--- src/hdl/cbt_pkg.sv ---
// ----------------------------------------------------------------------------
// cbt_pkg
// shared types and constants of the csv byte tokenizer
// ----------------------------------------------------------------------------
package cbt_pkg;

	localparam int QUEUE_DEPTH = 4;
	localparam int MAX_TOKENS  = 3;

	localparam logic [7:0] CH_QUOTE = 8'h22;
	localparam logic [7:0] CH_COMMA = 8'h2c;
	localparam logic [7:0] CH_CR    = 8'h0d;
	localparam logic [7:0] CH_LF    = 8'h0a;

	typedef enum logic [1:0] {
		KIND_BYTE      = 2'd0,
		KIND_FIELD_END = 2'd1,
		KIND_ROW_END   = 2'd2
	} cbt_kind_t;

	typedef struct packed {
		cbt_kind_t  kind;
		logic [7:0] data;
	} cbt_token_t;

	typedef struct packed {
		logic [1:0]                  count;
		cbt_token_t [MAX_TOKENS-1:0] tok;
	} cbt_burst_t;

endpackage

--- src/hdl/csv_byte_tokenizer.sv ---
// ----------------------------------------------------------------------------
// csv_byte_tokenizer
// streaming csv tokenizer: text bytes in, content bytes and field/row ends out
// ----------------------------------------------------------------------------
//  channel  signals                      content
//  s        s_tvalid s_tready            s_tdata: text_byte   s_tlast: end_of_input
//  m        m_tvalid m_tready            m_tdata: field_byte  m_tuser: token_kind
//                                        m_tlast: last_of_burst
//
//  one input byte per cycle; each byte gives zero to three tokens
//  the output sends one token per cycle while m_tready is high, so the tokens of a
//  byte with two or three go out one by one; a queue of QUEUE_DEPTH bursts absorbs it
//  s_tready drops only while that queue is full
//  reset clears the quoting state, the queue and the output register
// ----------------------------------------------------------------------------
module csv_byte_tokenizer
	import cbt_pkg::*;
#(
	parameter int QUEUE_DEPTH_P = QUEUE_DEPTH
) (
	input  logic       clk,
	input  logic       arst_n,
	input  logic       s_tvalid,
	output logic       s_tready,
	input  logic [7:0] s_tdata,   // [7:0] text_byte
	input  logic       s_tlast,
	output logic       m_tvalid,
	input  logic       m_tready,
	output logic [7:0] m_tdata,   // [7:0] field_byte
	output logic [1:0] m_tuser,   // [1:0] token_kind
	output logic       m_tlast
);

	cbt_burst_t push_burst;
	cbt_burst_t head;
	logic       push;
	logic       pop;
	logic       empty;
	logic       full;

	cbt_front u_front (
		.clk        (clk),
		.arst_n     (arst_n),
		.in_valid   (s_tvalid),
		.in_ready   (s_tready),
		.in_byte    (s_tdata),
		.in_last    (s_tlast),
		.queue_full (full),
		.push       (push),
		.burst      (push_burst)
	);

	cbt_queue #(
		.DEPTH (QUEUE_DEPTH_P)
	) u_queue (
		.clk        (clk),
		.arst_n     (arst_n),
		.push       (push),
		.push_burst (push_burst),
		.pop        (pop),
		.head       (head),
		.empty      (empty),
		.full       (full)
	);

	cbt_back u_back (
		.clk      (clk),
		.arst_n   (arst_n),
		.head     (head),
		.empty    (empty),
		.pop      (pop),
		.m_tvalid (m_tvalid),
		.m_tready (m_tready),
		.m_tdata  (m_tdata),
		.m_tuser  (m_tuser),
		.m_tlast  (m_tlast)
	);

endmodule

--- src/hdl/cbt_front.sv ---
// ----------------------------------------------------------------------------
// cbt_front
// takes text bytes, tracks quoting and row state, builds token bursts
// ----------------------------------------------------------------------------
module cbt_front
	import cbt_pkg::*;
(
	input  logic       clk,
	input  logic       arst_n,
	input  logic       in_valid,
	output logic       in_ready,
	input  logic [7:0] in_byte,
	input  logic       in_last,
	input  logic       queue_full,
	output logic       push,
	output cbt_burst_t burst
);

	typedef struct packed {
		logic inside_quotes;
		logic quote_pending;
		logic carriage_return_pending;
		logic field_begun;
		logic field_has_content;
		logic row_has_ended_fields;
	} state_t;

	typedef struct packed {
		state_t     st;
		logic       emit;
		cbt_token_t tok;
	} step_t;

	state_t     st_q;
	state_t     st_d;
	cbt_burst_t burst_d;
	step_t      ob;
	logic       accept;

	function automatic cbt_burst_t add_tok(cbt_burst_t b, cbt_token_t t);
		cbt_burst_t r;
		r = b;
		case (b.count)
			2'd0:    r.tok[0] = t;
			2'd1:    r.tok[1] = t;
			default: r.tok[2] = t;
		endcase
		r.count = b.count + 2'd1;
		return r;
	endfunction

	function automatic step_t close_row(state_t s);
		step_t r;
		r.st   = s;
		r.emit = s.field_has_content | s.row_has_ended_fields;
		r.tok  = '{kind: KIND_ROW_END, data: 8'd0};
		r.st.field_begun          = 1'b0;
		r.st.field_has_content    = 1'b0;
		r.st.row_has_ended_fields = 1'b0;
		return r;
	endfunction

	function automatic step_t outside_byte(state_t s, logic [7:0] c, logic last);
		step_t r;
		r.st   = s;
		r.emit = 1'b0;
		r.tok  = '{kind: KIND_BYTE, data: 8'd0};
		if (c == CH_QUOTE && !s.field_begun && !s.field_has_content) begin
			r.st.inside_quotes = 1'b1;
			r.st.field_begun   = 1'b1;
		end else if (c == CH_COMMA) begin
			r.emit = 1'b1;
			r.tok  = '{kind: KIND_FIELD_END, data: 8'd0};
			r.st.field_begun          = 1'b0;
			r.st.field_has_content    = 1'b0;
			r.st.row_has_ended_fields = 1'b1;
		end else if (c == CH_CR) begin
			if (last) begin
				r = close_row(s);
			end else begin
				r.st.carriage_return_pending = 1'b1;
			end
		end else if (c == CH_LF) begin
			r = close_row(s);
		end else begin
			r.emit = 1'b1;
			r.tok  = '{kind: KIND_BYTE, data: c};
			r.st.field_begun       = 1'b1;
			r.st.field_has_content = 1'b1;
		end
		return r;
	endfunction

	always_comb begin
		st_d    = st_q;
		burst_d = '0;
		ob      = '0;
		if (st_q.carriage_return_pending) begin
			st_d.carriage_return_pending = 1'b0;
			ob = close_row(st_d);
			st_d = ob.st;
			if (ob.emit) begin
				burst_d = add_tok(burst_d, ob.tok);
			end
			if (in_byte != CH_LF) begin
				ob = outside_byte(st_d, in_byte, in_last);
				st_d = ob.st;
				if (ob.emit) begin
					burst_d = add_tok(burst_d, ob.tok);
				end
			end
		end else if (st_q.quote_pending) begin
			st_d.quote_pending = 1'b0;
			if (in_byte == CH_QUOTE) begin
				burst_d = add_tok(burst_d, '{kind: KIND_BYTE, data: CH_QUOTE});
				st_d.field_has_content = 1'b1;
			end else begin
				st_d.inside_quotes = 1'b0;
				ob = outside_byte(st_d, in_byte, in_last);
				st_d = ob.st;
				if (ob.emit) begin
					burst_d = add_tok(burst_d, ob.tok);
				end
			end
		end else if (st_q.inside_quotes) begin
			if (in_byte == CH_QUOTE) begin
				if (in_last) begin
					st_d.inside_quotes = 1'b0;
				end else begin
					st_d.quote_pending = 1'b1;
				end
			end else begin
				burst_d = add_tok(burst_d, '{kind: KIND_BYTE, data: in_byte});
				st_d.field_has_content = 1'b1;
			end
		end else begin
			ob = outside_byte(st_d, in_byte, in_last);
			st_d = ob.st;
			if (ob.emit) begin
				burst_d = add_tok(burst_d, ob.tok);
			end
		end
		if (in_last) begin
			if (st_d.field_begun || st_d.field_has_content || st_d.row_has_ended_fields) begin
				ob = close_row(st_d);
				if (ob.emit) begin
					burst_d = add_tok(burst_d, ob.tok);
				end
			end
			st_d = '0;
		end
	end

	assign in_ready = ~queue_full;
	assign accept   = in_valid & in_ready;
	assign push     = accept & (burst_d.count != 2'd0);
	assign burst    = burst_d;

	always_ff @(posedge clk or negedge arst_n) begin
		if (!arst_n) begin
			st_q <= '0;
		end else if (accept) begin
			st_q <= st_d;
		end
	end

`ifndef SYNTHESIS
	assert property (@(posedge clk) disable iff (!arst_n)
		st_q.quote_pending |-> st_q.inside_quotes)
		else $error("quote pending outside quotes");
	assert property (@(posedge clk) disable iff (!arst_n)
		st_q.carriage_return_pending |-> !st_q.inside_quotes && !st_q.quote_pending)
		else $error("cr pending inside quotes");
	assert property (@(posedge clk) disable iff (!arst_n)
		accept && in_last |=> st_q == '0)
		else $error("state not cleared after final byte");
`endif

endmodule

--- src/hdl/cbt_queue.sv ---
// ----------------------------------------------------------------------------
// cbt_queue
// small fifo of token bursts between front and back
// ----------------------------------------------------------------------------
module cbt_queue
	import cbt_pkg::*;
#(
	parameter int DEPTH = QUEUE_DEPTH
) (
	input  logic       clk,
	input  logic       arst_n,
	input  logic       push,
	input  cbt_burst_t push_burst,
	input  logic       pop,
	output cbt_burst_t head,
	output logic       empty,
	output logic       full
);

	localparam int PW = (DEPTH > 1) ? $clog2(DEPTH) : 1;
	localparam int CW = $clog2(DEPTH + 1);

	cbt_burst_t          mem_q [DEPTH];
	logic       [PW-1:0] wr_ptr_q;
	logic       [PW-1:0] rd_ptr_q;
	logic       [CW-1:0] cnt_q;

	assign empty = (cnt_q == '0);
	assign full  = (cnt_q == CW'(DEPTH));
	assign head  = mem_q[rd_ptr_q];

	always_ff @(posedge clk) begin
		if (push) begin
			mem_q[wr_ptr_q] <= push_burst;
		end
	end

	always_ff @(posedge clk or negedge arst_n) begin
		if (!arst_n) begin
			wr_ptr_q <= '0;
			rd_ptr_q <= '0;
			cnt_q    <= '0;
		end else begin
			if (push) begin
				wr_ptr_q <= (wr_ptr_q == PW'(DEPTH - 1)) ? '0 : wr_ptr_q + PW'(1);
			end
			if (pop) begin
				rd_ptr_q <= (rd_ptr_q == PW'(DEPTH - 1)) ? '0 : rd_ptr_q + PW'(1);
			end
			if (push && !pop) begin
				cnt_q <= cnt_q + CW'(1);
			end else if (pop && !push) begin
				cnt_q <= cnt_q - CW'(1);
			end
		end
	end

`ifndef SYNTHESIS
	assert property (@(posedge clk) disable iff (!arst_n)
		(push && full |-> pop) and (pop |-> !empty))
		else $error("queue overflow or underflow");
`endif

endmodule

--- src/hdl/cbt_back.sv ---
// ----------------------------------------------------------------------------
// cbt_back
// unpacks queued bursts into one token per transfer on the output register
// ----------------------------------------------------------------------------
module cbt_back
	import cbt_pkg::*;
(
	input  logic       clk,
	input  logic       arst_n,
	input  cbt_burst_t head,
	input  logic       empty,
	output logic       pop,
	output logic       m_tvalid,
	input  logic       m_tready,
	output logic [7:0] m_tdata,
	output logic [1:0] m_tuser,
	output logic       m_tlast
);

	logic [1:0] idx_q;
	cbt_token_t tok;
	cbt_token_t tok_q;
	logic       last_q;
	logic       valid_q;
	logic       load;
	logic       is_last;

	always_comb begin
		case (idx_q)
			2'd0:    tok = head.tok[0];
			2'd1:    tok = head.tok[1];
			default: tok = head.tok[2];
		endcase
	end

	assign is_last = (idx_q == head.count - 2'd1);
	assign load    = !empty && (!valid_q || m_tready);
	assign pop     = load && is_last;

	always_ff @(posedge clk or negedge arst_n) begin
		if (!arst_n) begin
			idx_q   <= '0;
			valid_q <= 1'b0;
		end else begin
			if (load) begin
				valid_q <= 1'b1;
				idx_q   <= is_last ? 2'd0 : idx_q + 2'd1;
			end else if (m_tready) begin
				valid_q <= 1'b0;
			end
		end
	end

	always_ff @(posedge clk) begin
		if (load) begin
			tok_q  <= tok;
			last_q <= is_last;
		end
	end

	assign m_tvalid = valid_q;
	assign m_tdata  = tok_q.data;
	assign m_tuser  = tok_q.kind;
	assign m_tlast  = last_q;

`ifndef SYNTHESIS
	assert property (@(posedge clk) disable iff (!arst_n)
		idx_q != 2'd0 |-> !empty && idx_q < head.count)
		else $error("burst index past queued burst");
`endif

endmodule

--- config.mk ---
export PLATFORM = sky130hd
export DESIGN_NAME = csv_byte_tokenizer
export DESIGN_NICKNAME = d
export VERILOG_FILES = /design/src/hdl/cbt_pkg.sv /design/src/hdl/csv_byte_tokenizer.sv /design/src/hdl/cbt_front.sv /design/src/hdl/cbt_queue.sv /design/src/hdl/cbt_back.sv
export SDC_FILE = /design/constraint.sdc
export NUM_CORES = 1
export LEC_CHECK = 0
export BUFFER_PORTS_ARGS = -buffer_cell sky130_fd_sc_hd__buf_2
export CAP_MARGIN = 10
export CORE_UTILIZATION = 40
export CTS_CLUSTER_DIAMETER = 40
export DETAILED_ROUTE_END_ITERATION = 7
export GPL_ROUTABILITY_DRIVEN = 1
export SYNTH_ARGS = -nofsm -noshare
export SYNTH_HDL_FRONTEND = slang
export SYNTH_SLANG_ARGS = --single-unit
--- constraint.sdc ---
create_clock -name clk -period 4.1 [get_ports clk]
set_input_delay 0.41 -clock clk [delete_from_list [all_inputs] [get_ports clk]]
set_output_delay 0.41 -clock clk [all_outputs]
set_load 0.01 [all_outputs]
==> out/metrics.yaml <==
outcome: "finished, final reports clean"
worstSetupStartpointType: "register"
total_power_mw: 4.87
grt_util_all_layers_pct: 17.9
synthArstFlopShare_pct: 13.4
ctsRootBufferMaster: "clkbuf_16"
globalRouteOverflowTotal: 0
cts_made_buffers: 17
clock_skew_ps: 8.95
max_slew.worst_pin.slew_ps: 757
post_synth.cell_area_avg_um2: 15.2
dpl.cell_count: 562
ys_seq_area_share_pct: 62.8
final_design_area_no_fill_um2: 6460
grt_setup_unrepaired: "no"
die_height_um: 120
ys.flop_type: "edfxtp_1"
num_rows: 42
die_w_um: 120
syn_area_um2: 5560
dpl_hpwl_um: 7760
final_setup_fails: 0
synth_largest_area_cell: "edfxtp_1"
maxClockFrequency_mhz: 282
worstPathRequired_ps: 4440
fin_ws_ps: 548
ir_worst_vdd_mv: 0.354
drive_gt1_share_pct: 28.2
worstHoldPathType: "input pin to register"
port_buffer_count: 25
worstSetupEndpointType: "register"
cts_post_setup_buffers_inserted: 0
fp.dieArea_um2: 14400
drt_wl_total_um: 11800
synth_instances: 366
design.final.nets: 431
synth_enable_flop_cells: 103
worst_skew_pair.late_latency_ps: 410
yosysTopAreaCellShare_pct: 55.6
pre_cts_slack_ps: 162
grt_max_degree: 24
ant_nets: 0
route.detailed.drc: 0
tritoncts_clock_tree: "done"
worstPathArrival_ps: 3890
initial_antenna_violation_count: 0
drt-pass1-iter-count: 5
path_clk_slew_ps: 50
place.gp.congestion: 0.905
slew_viol_final: 0
routed-via-count: 3321
initial_utilization_pct: 41.5
ys_types: 64
cts-root-to-sink-buffers: 2
tns_ps: 0
netlist_top_cells_count: "edfxtp_1, mux4_2, nor2_1, a21oi_1, nand2_1"
period_share_pct: 86.6
postLayoutCoreUtil_pct: 48.2
area_delta_synth_final_pct: 16.2
floorplan.core_area_um2: 13400
finalHoldViolations: 0
max_cap_viol_count: 0
grt_pass1_vias: 3484
total_power_divided_by_cell_area_nw_per_um2: 754
post_drt_wl_per_cell_um: 19.8
critical_path_class: "register to register"
maximum_level_of_the_cts_h_tree: 4
grt_first_pass_wirelength_um: 19000
post-synth-top-count-cell: "edfxtp_1"
post_drt_via_cell_ratio: 5.58
final_period_minus_worst_setup_slack_ps: 3550
final_cells: 595
antenna-diode-count: 0
critical_path.max_fanout: 7
hold_ws_ps: 189
tritoncts_num_sinks: 119
detailed_place.area_um2: 5890
postCtsResizedCells: 0
synth_nets: 391
ys_top_cells_by_area: "edfxtp_1, mux4_2, dfrtp_1, ha_1, a21oi_1"
boundaryPins: 26
synth-warning-count: 0
synth.ff_latch_count: 119
fillers: 1154
first_iter_violations: 239
relSlewSlack_pct: 49.1
p_leak_nw: 2.34
## registers in the layout, indices dropped and copies added (netlist names)
signal,count
u_back.m_tdata,8
u_back.idx_q,2
u_front.st_q,6
u_queue.cnt_q,3
u_back.m_tlast,1
u_queue.wr_ptr_q,2
u_queue.mem_q,92
u_back.m_tuser,2
u_back.m_tvalid,1
u_queue.rd_ptr_q,2
## cell families (layout without fill, tap and decap cells)
family | after synthesis | count (layout) | synth area share [%]
mux | 31 | 31 | 11.0
fa+ha+maj | 12 | 12 | 2.84
xor+xnor | 6 | 6 | 0.945
flops | 119 | 119 | 62.8
simple gates | 90 | 90 | 9.41
compound gates | 74 | 74 | 9.72
buf+inv | 34 | 87 | 3.26
## placed cells by master (no fill, tap or decap), drive strengths merged, types with 9 or more instances in the layout
master	count
inv	16
ha	11
nand2	18
o21ai	16
clkinv	11
mux4	23
a22o	9
and2	12
edfxtp	103
a21oi	18
clkbuf	18
nor2	22
dfrtp	16
buf	38
## power breakdown
group	total, mW	internal (mW)	switching (mW)	leakage, nW
Combinational	1.55	0.666	0.883	0.905
Clock	1.41	0.885	0.524	0.276
Sequential	1.91	1.78	0.135	1.16
## layout make-up
class	instances	area [µm²]	area share, %
sequential	119	3490	54.1
multi-input combinational	213	1890	29.3
clock buffer	18	429	6.64
timing repair buffer	39	233	3.60
tap	176	220	3.41
clock inverter	14	134	2.07
inverter	16	60.1	0.930
## worst max-delay path: stages, from the launching register on
cell and delay, ps:
dfrtp_1 430, nor2_1 290, inv_1 160, ha_1 320, mux2i_1 260, o2bb2ai_4 160
ha_1 190, a2111oi_2 60, a211oi_4 400, ha_1 250, inv_1 70, fa_1 430
xor2_1 170, nor2_1 110, xor2_1 160
## timing repair
| action | in CTS | in global routing |
|---|---|---|
| hold buffers | 1 | 0 |
| hold endpoints to repair | 16 | 0 |
| setup endpoints to repair | 0 | 0 |
## final timing paths
kind | start | end | slack, ps | cells after the start
max | u_front.st_q[1] | u_queue.cnt_q[2] | 550 | 14
min | m_tready | u_back.m_tvalid | 190 | 2
max reg2reg | u_front.st_q[1] | u_queue.cnt_q[2] | 550 | 14
min reg2reg | u_queue.cnt_q[2] | u_queue.cnt_q[2] | 500 | 1
max in group asynchronous | arst_n | u_queue.cnt_q[1] | 3370 | 2
min in group asynchronous | arst_n | u_queue.cnt_q[2] | 450 | 2
## layer usage
layer  vias up  global-route usage (%)  routed length [µm]
li1       1519                       -                   -
met1      1702                    22.7                5230
met2        83                    29.6                5900
met3        17                    4.42                 472
met4         0                    6.95                 182
met5         -                       0                   0
Note: power is estimated with default switching activity, not from simulation.
